## src/hdl/bcp_pkg.sv

```systemverilog
// Shared types, constants and the microcode table of the balance controller.
// No dependencies; imported by bcp_useq and balance_cascade_pid_top.
`default_nettype none

package bcp_pkg;

  // Speed loop runs once every SPEED_DECIMATION upright ticks (1..64)
  localparam int SPEED_DECIMATION = 8;
  localparam int TICK_W = (SPEED_DECIMATION > 1) ? $clog2(SPEED_DECIMATION) : 1;

  // Port and storage widths
  localparam int CFG_IDX_W = 3;
  localparam int CFG_W     = 24;
  localparam int GAIN_W    = 20;
  localparam int BIAS_W    = 24;
  localparam int SUM_W     = 20;
  localparam int MA_W      = 32;
  localparam int MB_W      = GAIN_W;
  localparam int PROD_W    = MA_W + MB_W;
  localparam int ACC_W     = 64;
  localparam int INT_W     = 26;
  localparam int CORR_W    = 21;
  localparam int ANG_W     = 52;
  localparam int PC_W      = 5;

  // Register index map
  typedef enum logic [CFG_IDX_W-1:0] {
    CFG_ANGLE_KP   = 3'd0,
    CFG_ANGLE_KD   = 3'd1,
    CFG_SPEED_KP   = 3'd2,
    CFG_SPEED_KI   = 3'd3,
    CFG_TURN_KP    = 3'd4,
    CFG_TURN_KD    = 3'd5,
    CFG_BIAS_PITCH = 3'd6,
    CFG_BIAS_YAW   = 3'd7
  } cfg_idx_t;

  // Multiplier operand A sources
  typedef enum logic [2:0] {
    A_SF, A_ERR, A_INT, A_PITCH, A_PRATE, A_TTURN, A_YRATE
  } a_sel_t;

  // Multiplier operand B sources
  typedef enum logic [3:0] {
    B_KEEP, B_NEW, B_KINT, B_SKP, B_SKI, B_AKP, B_AKD, B_TKP, B_TKD
  } b_sel_t;

  typedef enum logic [1:0] {ACC_HOLD, ACC_LOAD, ACC_ADD} acc_op_t;

  typedef enum logic [2:0] {
    WB_NONE, WB_SUMS, WB_SF, WB_INT, WB_CORR, WB_ANG, WB_OUT, WB_FALL
  } wb_op_t;

  typedef enum logic [1:0] {FL_NEXT, FL_DISPATCH, FL_END} flow_t;

  // Program steps
  typedef enum logic [PC_W-1:0] {
    ST_DISPATCH, ST_SF_MK, ST_ERR_MK, ST_SF_ACC, ST_SF_WB,
    ST_INT_MK, ST_INT_LD, ST_INT_WB, ST_CP_MK, ST_CI_MK,
    ST_C_ACC, ST_C_WB, ST_AP_MK, ST_AD_MK, ST_A_ACC,
    ST_A_WB, ST_TD_MK, ST_T_ACC, ST_OUT, ST_FALL
  } step_t;

  // One control word of the program
  typedef struct packed {
    a_sel_t  a_sel;
    b_sel_t  b_sel;
    logic    sh8;
    acc_op_t acc_op;
    wb_op_t  wb_op;
    flow_t   flow;
  } cw_t;

  // Branch conditions seen by the sequencer
  typedef struct packed {
    logic fallen;
    logic decim;
  } status_t;

  function automatic cw_t mk(input a_sel_t a, input b_sel_t b, input logic s,
                             input acc_op_t ac, input wb_op_t wb, input flow_t fl);
    cw_t c;
    c.a_sel  = a;
    c.b_sel  = b;
    c.sh8    = s;
    c.acc_op = ac;
    c.wb_op  = wb;
    c.flow   = fl;
    return c;
  endfunction

  // Microcode ROM. The product register loads on every step, the
  // accumulator takes the product of the previous step.
  function automatic cw_t ucode(input logic [PC_W-1:0] pc);
    cw_t c;
    unique case (step_t'(pc))
      ST_DISPATCH: c = mk(A_SF,    B_KEEP, 1'b0, ACC_HOLD, WB_SUMS, FL_DISPATCH);
      ST_SF_MK:    c = mk(A_SF,    B_KEEP, 1'b0, ACC_HOLD, WB_NONE, FL_NEXT);
      ST_ERR_MK:   c = mk(A_ERR,   B_NEW,  1'b1, ACC_LOAD, WB_NONE, FL_NEXT);
      ST_SF_ACC:   c = mk(A_SF,    B_KEEP, 1'b0, ACC_ADD,  WB_NONE, FL_NEXT);
      ST_SF_WB:    c = mk(A_SF,    B_KEEP, 1'b0, ACC_HOLD, WB_SF,   FL_NEXT);
      ST_INT_MK:   c = mk(A_SF,    B_KINT, 1'b0, ACC_HOLD, WB_NONE, FL_NEXT);
      ST_INT_LD:   c = mk(A_SF,    B_KINT, 1'b0, ACC_LOAD, WB_NONE, FL_NEXT);
      ST_INT_WB:   c = mk(A_SF,    B_KINT, 1'b0, ACC_HOLD, WB_INT,  FL_NEXT);
      ST_CP_MK:    c = mk(A_SF,    B_SKP,  1'b0, ACC_HOLD, WB_NONE, FL_NEXT);
      ST_CI_MK:    c = mk(A_INT,   B_SKI,  1'b0, ACC_LOAD, WB_NONE, FL_NEXT);
      ST_C_ACC:    c = mk(A_INT,   B_SKI,  1'b0, ACC_ADD,  WB_NONE, FL_NEXT);
      ST_C_WB:     c = mk(A_INT,   B_SKI,  1'b0, ACC_HOLD, WB_CORR, FL_NEXT);
      ST_AP_MK:    c = mk(A_PITCH, B_AKP,  1'b0, ACC_HOLD, WB_NONE, FL_NEXT);
      ST_AD_MK:    c = mk(A_PRATE, B_AKD,  1'b1, ACC_LOAD, WB_NONE, FL_NEXT);
      ST_A_ACC:    c = mk(A_PRATE, B_AKD,  1'b1, ACC_ADD,  WB_NONE, FL_NEXT);
      ST_A_WB:     c = mk(A_TTURN, B_TKP,  1'b1, ACC_HOLD, WB_ANG,  FL_NEXT);
      ST_TD_MK:    c = mk(A_YRATE, B_TKD,  1'b1, ACC_LOAD, WB_NONE, FL_NEXT);
      ST_T_ACC:    c = mk(A_YRATE, B_TKD,  1'b1, ACC_ADD,  WB_NONE, FL_NEXT);
      ST_OUT:      c = mk(A_YRATE, B_TKD,  1'b1, ACC_HOLD, WB_OUT,  FL_END);
      ST_FALL:     c = mk(A_SF,    B_KEEP, 1'b0, ACC_HOLD, WB_FALL, FL_END);
      default:     c = mk(A_SF,    B_KEEP, 1'b0, ACC_HOLD, WB_NONE, FL_END);
    endcase
    return c;
  endfunction

endpackage

`default_nettype wire

```

## src/hdl/bcp_useq.sv

```systemverilog
// Step counter and control ROM sequencer of the balance controller.
// Depends on bcp_pkg (control word, status and step types).
`default_nettype none

module bcp_useq (
  input  wire logic            clk,
  input  wire logic            rst,
  input  wire logic            start,
  input  wire logic            stall,
  input  wire bcp_pkg::status_t status,
  output logic                 busy,
  output logic                 fire,
  output bcp_pkg::cw_t         cw
);
  import bcp_pkg::*;

  logic [PC_W-1:0] pc, pc_next;
  logic            busy_next;

  assign cw   = ucode(pc);
  assign fire = busy && !stall;

  // Next step: sequential, branch at dispatch, stop at end
  always_comb begin
    pc_next   = pc;
    busy_next = busy;
    if (!busy) begin
      if (start) begin
        busy_next = 1'b1;
        pc_next   = ST_DISPATCH;
      end
    end else if (fire) begin
      unique case (cw.flow)
        FL_NEXT: pc_next = pc + PC_W'(1);
        FL_DISPATCH: begin
          if (status.fallen)     pc_next = ST_FALL;
          else if (status.decim) pc_next = pc + PC_W'(1);
          else                   pc_next = ST_AP_MK;
        end
        FL_END:  busy_next = 1'b0;
        default: busy_next = 1'b0;
      endcase
    end
  end

  always_ff @(posedge clk) begin
    if (rst) begin
      pc   <= ST_DISPATCH;
      busy <= 1'b0;
    end else begin
      pc   <= pc_next;
      busy <= busy_next;
    end
  end

endmodule

`default_nettype wire

```

## src/hdl/balance_cascade_pid_top.sv

```systemverilog
// Cascaded speed-PI / angle-PD / turn controller; depends on bcp_pkg and bcp_useq.
// A fallen tick goes straight to its output step; a plain tick runs the angle and
// turn steps, and a speed-loop tick runs the speed steps first, all on the one shared
// 32x20 multiplier. Throughput: one tick in flight, the next accepted only when the
// sequencer is idle; a result left waiting holds the next tick at its output step.
// Reset (rst, synchronous, active high) loads default gains and clears all loop state.
`default_nettype none

module balance_cascade_pid_top (
  input  wire logic                            clk,
  input  wire logic                            rst,
  input  wire logic                            cfg_we,
  input  wire logic [bcp_pkg::CFG_IDX_W-1:0]   cfg_index,
  input  wire logic [bcp_pkg::CFG_W-1:0]       cfg_data,
  input  wire logic                            in_valid,
  output logic                                 in_ready,
  input  wire logic signed [16:0]              pitch_angle,
  input  wire logic signed [23:0]              pitch_rate,
  input  wire logic signed [23:0]              yaw_rate,
  input  wire logic signed [15:0]              left_count,
  input  wire logic signed [15:0]              right_count,
  input  wire logic signed [14:0]              target_speed,
  input  wire logic signed [13:0]              target_turn,
  output logic                                 out_valid,
  input  wire logic                            out_ready,
  output logic signed [8:0]                    left_pwm,
  output logic signed [8:0]                    right_pwm,
  output logic                                 fallen
);
  import bcp_pkg::*;

  localparam logic signed [16:0]      FALL_LIMIT = 17'sd7680;
  localparam logic [TICK_W-1:0]       TICK_LAST  = TICK_W'(SPEED_DECIMATION - 1);
  localparam logic signed [MB_W-1:0]  K_KEEP     = 20'sd45875;
  localparam logic signed [MB_W-1:0]  K_NEW      = 20'sd19661;
  localparam logic signed [MB_W-1:0]  K_INT      = 20'sd2621;
  localparam logic signed [ACC_W-1:0] INT_LIMIT  = 64'sd26214400;
  localparam logic signed [ACC_W-1:0] CORR_LIMIT = 64'sd655360;
  localparam logic signed [ACC_W-1:0] S32_MAX    = 64'sd2147483647;
  localparam logic signed [ACC_W-1:0] S32_MIN    = -64'sd2147483648;

  // Truncate a Q16.16 value toward zero and saturate to the PWM range
  function automatic logic signed [8:0] pwm_sat(input logic signed [ACC_W-1:0] x);
    logic signed [ACC_W-1:0] q;
    if (x < 0) q = (x + 64'sd65535) >>> 16;
    else       q = x >>> 16;
    if (q > 64'sd255)       return 9'sd255;
    else if (q < -64'sd255) return -9'sd255;
    else                    return q[8:0];
  endfunction

  // Configuration registers
  logic signed [GAIN_W-1:0] angle_kp, angle_kd, speed_kp, speed_ki, turn_kp, turn_kd;
  logic signed [BIAS_W-1:0] bias_pitch, bias_yaw;

  // Loop state
  logic signed [31:0]       speed_filtered;
  logic signed [INT_W-1:0]  speed_integral;
  logic signed [SUM_W-1:0]  left_sum, right_sum;
  logic [TICK_W-1:0]        tick_count;
  logic signed [CORR_W-1:0] speed_correction;

  // Latched transaction
  logic signed [16:0] pitch_q;
  logic signed [23:0] prate_q, yrate_q;
  logic signed [15:0] lc_q, rc_q;
  logic signed [14:0] tspeed_q;
  logic signed [13:0] tturn_q;

  // Datapath registers
  logic signed [ACC_W-1:0] prod, acc;
  logic signed [ANG_W-1:0] angle_out;

  // Sequencer
  logic    busy, fire, stall, start, out_step;
  cw_t     cw;
  status_t status;

  assign in_ready = !busy;
  assign start    = in_valid && in_ready;
  assign out_step = (cw.wb_op == WB_OUT) || (cw.wb_op == WB_FALL);
  assign stall    = busy && out_step && out_valid && !out_ready;

  assign status.fallen = (pitch_q > FALL_LIMIT) || (pitch_q < -FALL_LIMIT);
  assign status.decim  = (tick_count == TICK_LAST);

  bcp_useq u_useq (
    .clk    (clk),
    .rst    (rst),
    .start  (start),
    .stall  (stall),
    .status (status),
    .busy   (busy),
    .fire   (fire),
    .cw     (cw)
  );

  // Operand preparation
  logic signed [20:0] sum2;
  logic signed [28:0] err_op;
  logic signed [25:0] pitch_op;
  logic signed [24:0] prate_op, yrate_op;
  logic signed [MA_W-1:0] ma;
  logic signed [MB_W-1:0] mb;
  logic signed [PROD_W-1:0] mul_p;

  assign sum2     = 21'(left_sum) + 21'(right_sum);
  // speed error scaled down by 256: sum*128 - target_speed
  assign err_op   = {sum2[20], sum2, 7'b0} - 29'(tspeed_q);
  // pitch*256 - target, target = -1.0 - correction
  assign pitch_op = {pitch_q[16], pitch_q, 8'b0} + 26'sd65536 + 26'(speed_correction);
  assign prate_op = {prate_q[23], prate_q} - {bias_pitch[23], bias_pitch};
  assign yrate_op = {yrate_q[23], yrate_q} - {bias_yaw[23], bias_yaw};

  always_comb begin
    case (cw.a_sel)
      A_SF:    ma = speed_filtered;
      A_ERR:   ma = MA_W'(err_op);
      A_INT:   ma = MA_W'(speed_integral);
      A_PITCH: ma = MA_W'(pitch_op);
      A_PRATE: ma = MA_W'(prate_op);
      A_TTURN: ma = MA_W'(tturn_q);
      A_YRATE: ma = MA_W'(yrate_op);
      default: ma = speed_filtered;
    endcase
  end

  always_comb begin
    case (cw.b_sel)
      B_KEEP:  mb = K_KEEP;
      B_NEW:   mb = K_NEW;
      B_KINT:  mb = K_INT;
      B_SKP:   mb = speed_kp;
      B_SKI:   mb = speed_ki;
      B_AKP:   mb = angle_kp;
      B_AKD:   mb = angle_kd;
      B_TKP:   mb = turn_kp;
      B_TKD:   mb = turn_kd;
      default: mb = K_KEEP;
    endcase
  end

  assign mul_p = ma * mb;

  // Rounded results of the accumulator
  logic signed [ACC_W-1:0] r16, r12, int_sum, lmix, rmix;
  assign r16     = (acc + 64'sd32768) >>> 16;
  assign r12     = (acc + 64'sd2048) >>> 12;
  assign int_sum = ACC_W'(speed_integral) + r16;
  assign lmix    = ACC_W'(angle_out) + r12;
  assign rmix    = ACC_W'(angle_out) - r12;

  // Configuration writes
  always_ff @(posedge clk) begin
    if (rst) begin
      angle_kp   <= -20'sd81920;
      angle_kd   <= -20'sd410;
      speed_kp   <= -20'sd1229;
      speed_ki   <= -20'sd41;
      turn_kp    <= 20'sd4915;
      turn_kd    <= 20'sd2048;
      bias_pitch <= '0;
      bias_yaw   <= '0;
    end else if (cfg_we) begin
      unique case (cfg_idx_t'(cfg_index))
        CFG_ANGLE_KP:   angle_kp   <= cfg_data[GAIN_W-1:0];
        CFG_ANGLE_KD:   angle_kd   <= cfg_data[GAIN_W-1:0];
        CFG_SPEED_KP:   speed_kp   <= cfg_data[GAIN_W-1:0];
        CFG_SPEED_KI:   speed_ki   <= cfg_data[GAIN_W-1:0];
        CFG_TURN_KP:    turn_kp    <= cfg_data[GAIN_W-1:0];
        CFG_TURN_KD:    turn_kd    <= cfg_data[GAIN_W-1:0];
        CFG_BIAS_PITCH: bias_pitch <= cfg_data[BIAS_W-1:0];
        CFG_BIAS_YAW:   bias_yaw   <= cfg_data[BIAS_W-1:0];
        default: ;
      endcase
    end
  end

  // Input capture
  always_ff @(posedge clk) begin
    if (start) begin
      pitch_q  <= pitch_angle;
      prate_q  <= pitch_rate;
      yrate_q  <= yaw_rate;
      lc_q     <= left_count;
      rc_q     <= right_count;
      tspeed_q <= target_speed;
      tturn_q  <= target_turn;
    end
  end

  // Multiplier and accumulator
  always_ff @(posedge clk) begin
    if (fire) begin
      prod <= cw.sh8 ? (ACC_W'(mul_p) <<< 8) : ACC_W'(mul_p);
      case (cw.acc_op)
        ACC_LOAD: acc <= prod;
        ACC_ADD:  acc <= acc + prod;
        default:  ;
      endcase
      if (cw.wb_op == WB_ANG) angle_out <= r12[ANG_W-1:0];
    end
  end

  // Loop state write-back
  always_ff @(posedge clk) begin
    if (rst) begin
      speed_filtered   <= '0;
      speed_integral   <= '0;
      left_sum         <= '0;
      right_sum        <= '0;
      tick_count       <= '0;
      speed_correction <= '0;
    end else if (fire) begin
      case (cw.wb_op)
        WB_SUMS: begin
          if (!status.fallen) begin
            left_sum  <= left_sum + SUM_W'(lc_q);
            right_sum <= right_sum + SUM_W'(rc_q);
            if (!status.decim) tick_count <= tick_count + TICK_W'(1);
          end
        end
        WB_SF: begin
          if (r16 > S32_MAX)      speed_filtered <= 32'sh7fffffff;
          else if (r16 < S32_MIN) speed_filtered <= 32'sh80000000;
          else                    speed_filtered <= r16[31:0];
        end
        WB_INT: begin
          if (int_sum > INT_LIMIT)       speed_integral <= INT_W'(INT_LIMIT);
          else if (int_sum < -INT_LIMIT) speed_integral <= INT_W'(-INT_LIMIT);
          else                           speed_integral <= int_sum[INT_W-1:0];
        end
        WB_CORR: begin
          if (r12 > CORR_LIMIT)       speed_correction <= CORR_W'(CORR_LIMIT);
          else if (r12 < -CORR_LIMIT) speed_correction <= CORR_W'(-CORR_LIMIT);
          else                        speed_correction <= r12[CORR_W-1:0];
          left_sum   <= '0;
          right_sum  <= '0;
          tick_count <= '0;
        end
        WB_FALL: speed_integral <= '0;
        default: ;
      endcase
    end
  end

  // Output register
  always_ff @(posedge clk) begin
    if (rst) begin
      out_valid <= 1'b0;
    end else if (fire && out_step) begin
      out_valid <= 1'b1;
    end else if (out_ready) begin
      out_valid <= 1'b0;
    end
  end

  always_ff @(posedge clk) begin
    if (fire && (cw.wb_op == WB_OUT)) begin
      left_pwm  <= pwm_sat(lmix);
      right_pwm <= pwm_sat(rmix);
      fallen    <= 1'b0;
    end else if (fire && (cw.wb_op == WB_FALL)) begin
      left_pwm  <= '0;
      right_pwm <= '0;
      fallen    <= 1'b1;
    end
  end

endmodule

`default_nettype wire

```

## config.mk

```make
export PLATFORM = sky130hd
export DESIGN_NAME = balance_cascade_pid_top
export DESIGN_NICKNAME = d
export VERILOG_FILES = /design/src/hdl/bcp_pkg.sv /design/src/hdl/bcp_useq.sv /design/src/hdl/balance_cascade_pid_top.sv
export SDC_FILE = /design/constraint.sdc
export NUM_CORES = 2
export LEC_CHECK = 0
export BUFFER_PORTS_ARGS = -buffer_cell sky130_fd_sc_hd__buf_2
export CAP_MARGIN = 10
export CORE_ASPECT_RATIO = 0.75
export CORE_UTILIZATION = 65
export DETAILED_ROUTE_END_ITERATION = 7
export PLACE_DENSITY = 0.82
export RECOVER_POWER = 100
export REMOVE_ABC_BUFFERS = 1
export SETUP_SLACK_MARGIN = 0.3
export SLEW_MARGIN = 15
export SYNTH_ARGS = -nofsm -noshare
export SYNTH_HDL_FRONTEND = slang
export SYNTH_SLANG_ARGS = --single-unit
export TNS_END_PERCENT = 5
```

## constraint.sdc

```tcl
create_clock -name clk -period 22.5 [get_ports clk]
set_input_delay 0 -clock clk [delete_from_list [all_inputs] [get_ports clk]]
set_output_delay 0 -clock clk [all_outputs]
set_load 0.01 [all_outputs]
```

==> impl_metrics.py <==
metrics = {
    "cells_and_area": {
        "finalNetCount": 9661,
        "num-fill-cells": 8259,
        "area_growth_syn_to_layout_pct": 8.56,
        "multi_input_comb_area_sq_um": 49000,
        "post_route_cells_drive_above_1_share_pct": 6.22,
        "seq_area_sq_um": 15900,
    },
    "sta": {
        "slew-limit-headroom_pct": -183,
        "worst-slew-pin-transition_ns": 4.25,
        "timing.final.hold_violations": 0,
        "fin_crit_ns": 14.56,
        "final_min_period_over_clock_period_pct": 64.7,
        "timing.final.setup_violations": 0,
        "tns_ns": 0,
        "unrepaired_setup_endpoints_after_global_routing": "false",
        "finalMaxSlewViolations": 798,
        "finClkSkew_ns": 0.0357,
        "timing.fmax_mhz": 68.7,
    },
    "worst_setup_path": {
        "reg2reg_slack_ns": 7.94,
        "critical_path.n_buffers_inverters": 7,
        "r2r_end": "prod[50]",
        "critPathSlowestCell": "sky130_fd_sc_hd__clkbuf_1",
        "worstSetupStartpointType": "register",
        "critical_path.endpoint_type": "register",
        "timing.critical_path.required_ns": 22.93,
        "worst_path_dominant_cell_family": "compound AO/OA/AOI/OAI gates",
        "worstPathMaxFanout": 32,
        "start_to_end_type_of_the_worst_setup_path": "reg2reg",
        "crit_arrival_ns": 14.99,
        "worst_path_largest_cell_delay_ns": 1.47,
        "rr_worst_depth": 33,
        "rr_startpoint": "u_useq.cw[14]",
        "cp_common_cell": "sky130_fd_sc_hd__o21ai_0",
    },
    "global_routing": {
        "grt_start_max_net_pins": 103,
        "first_pass_grt_wire_length_um": 359000,
        "overflow": 0,
        "first_global_vias": 62300,
        "antenna_violations_before_repair": 7,
        "global_route_total_usage_across_every_layer_pct": 42.5,
    },
    "synthesis": {
        "yosysWarnings": 0,
        "ys_seq_elements": 633,
        "sequential_area_share_after_synthesis_pct": 22.7,
        "synth_simple_gate_area_share_pct": 18.5,
        "postSynth.asyncResetShare_pct": 0,
        "postSynth.topFlopCell": "sky130_fd_sc_hd__edfxtp_1",
        "synth_compound_area_share_pct": 15.8,
        "proportion_of_synthesized_area_in_mux_cells_pct": 2.13,
        "syn_area_per_cell_sq_um": 8.53,
        "synth_edf_count": 320,
        "yosys.area_share.adder_pct": 27.7,
        "synth.lib_cells_used.distinct": 112,
        "synthesis.area_sq_um": 69900,
        "synth_xor_xnor_area_share_pct": 5.73,
        "largest_family_of_logic_cells_by_synthesized_area": "adder cells",
        "syn-instance-count": 8189,
    },
    "clocking": {
        "postCtsSetupRepairBufs": 0,
        "worstSkewPairLatency_ns": 0.70,
        "cts.reportedPaths.clkPinSlew_ns": 0.07,
        "tritoncts_buffers": 70,
        "cts_root_buffer": "sky130_fd_sc_hd__clkbuf_16",
        "clock_tree.buffer_depth": 3,
        "cts.sinks": 633,
        "cts_tree": "done",
        "cts_htree_levels": 3,
    },
    "worst_hold_path": {
        "hp-class": "in2reg",
        "whs_path_depth": 2,
        "min_delay_worst_endpoint": "prate_q[14]",
        "worst_hold_startpoint": "pitch_rate[14]",
    },
    "routing": {
        "antenna_left": 0,
        "wl_per_cell_um": 23.9,
        "drc": 1,
        "detail_route.iter0.violations": 7655,
        "vias_cell": 6.49,
        "drt-total-wl_um": 234000,
        "drt-pass1-iter-count": 8,
        "num_vias": 63700,
    },
    "placed_design": {
        "gp_congestion": 1.03,
        "dp_hpwl_um": 180000,
        "io_buffers": 178,
    },
    "floorplanning": {
        "fp.dieArea_sq_um": 109000,
        "floorplan.core_area_sq_um": 106000,
        "row_count": 103,
        "overall_die_width_um": 381,
        "die_h_um": 286,
        "initial_utilization_pct": 66.0,
        "floorplan.io_pins": 179,
    },
    "flow_run": {
        "drv_cap": 18,
    },
    "outcome": {
        "outcome": "finished, violations left",
        "failed_checks": "DRC, capacitance limit, slew limit",
    },
}
[sequential cells by signal (all words and copies together), names as in the netlist, 21 cells and up]
name / cells
speed_correction: 21
yrate_q: 24
acc: 64
bias_pitch: 24
prate_q: 24
speed_filtered: 32
speed_integral: 26
prod: 60
bias_yaw: 24
angle_out: 52
[kinds of logic (layout without fill, tap and decap cells)]
| family | Yosys count | after routing |
|---|---|---|
| mux | 133 | 133 |
| xor+xnor | 457 | 457 |
| flops | 633 | 633 |
| other cells | 0 | 1 |
| buf+inv | 1355 | 1560 |
| simple gates | 2753 | 2753 |
| compound gates | 1691 | 1691 |
| fa+ha+maj | 1167 | 1167 |
[final cells by class]
class,count,share of cell area (%)
multi-input combinational,6201,64.6
sequential,633,20.9
inverter,1004,4.97
timing repair buffer,426,4.01
clock buffer,90,2.50
tap,1417,2.34
clock inverter,40,0.609
antenna,1,0.00330
[synthesized netlist by cell type (73+ instances only)]
library cell,number,area [sq um]
sky130_fd_sc_hd__nor2_1,656,2460
sky130_fd_sc_hd__and2_1,98,613
sky130_fd_sc_hd__nor3_1,155,776
sky130_fd_sc_hd__o21ai_0,274,1370
sky130_fd_sc_hd__clkbuf_1,307,1150
sky130_fd_sc_hd__nand3_1,160,801
sky130_fd_sc_hd__nand4_1,73,457
sky130_fd_sc_hd__ha_1,532,6660
sky130_fd_sc_hd__a211oi_1,77,578
sky130_fd_sc_hd__a21oi_1,530,2650
sky130_fd_sc_hd__fa_1,635,12700
sky130_fd_sc_hd__nand3b_1,75,563
sky130_fd_sc_hd__dfxtp_1,313,6270
sky130_fd_sc_hd__inv_1,997,3740
sky130_fd_sc_hd__nand2_1,1046,3930
sky130_fd_sc_hd__xor2_1,135,1180
sky130_fd_sc_hd__edfxtp_1,320,9610
sky130_fd_sc_hd__xnor2_1,322,2820
sky130_fd_sc_hd__a21o_1,180,1350
sky130_fd_sc_hd__nor2b_1,116,726
sky130_fd_sc_hd__mux2_2,94,1060
[worst max path at each step]
stage,startpoint,endpoint,cells past startpoint
floorplan,left_sum[0],prod[51],53
global placement,left_sum[0],prod[56],57
detailed placement,left_sum[0],prod[52],57
CTS,left_sum[0],prod[52],57
global route,u_useq.cw[14],prod[52],33
finish,u_useq.cw[14],prod[50],33
[per-stage QoR]
| stage | cell area, sq um | util, % | cells | hold slack, ns | setup slack [ns] |
|---|---|---|---|---|---|
| after global placement | 72000 | 68.0 | 9514 | 0.176 | 9.85 |
| after global routing | 75900 | 71.6 | 9812 | 0.0216 | 7.89 |
| final | 75900 | 71.6 | 9812 | 0.00926 | 7.94 |
| after floorplan | 68500 | - | 7838 | 0.0691 | 10.76 |
| after CTS | 76000 | 71.8 | 9811 | 0.0000109 | 9.29 |
| after detailed placement | 72000 | 68.0 | 9514 | 0.178 | 9.38 |
[cell usage in the layout, fill, tap and decap left out, drive strengths merged, types with 116 or more instances in the layout]
cell type and count:
inv 1008, dfxtp 313, nand3 161, nor2 659
buf 197, nor2b 116, o21ai 292, a21o 180
ha 532, xnor2 322, clkbuf 152, dlygate4sd3 167
nor3 156, nand2 1047, fa 635, edfxtp 320
a21oi 530, xor2 135
[per-layer routing]
| layer | vias to the layer above | global-route usage, % | wire length [um] |
|---|---|---|---|
| met5 | - | 0 | 9 |
| met4 | 2 | 19.8 | 13000 |
| met3 | 770 | 13.3 | 33100 |
| met2 | 4177 | 62.4 | 96900 |
| met1 | 30700 | 57.2 | 91100 |
| li1 | 28100 | - | - |
[repair_timing]
item / in CTS / in global routing
gates resized for setup: 0 / 0
hold buffers: 167 / 0
endpoints found under the hold margin: 363 / 0
Power is not shown: default switching activity piles up to over one toggle a cycle in this logic, so the estimate is an artifact.
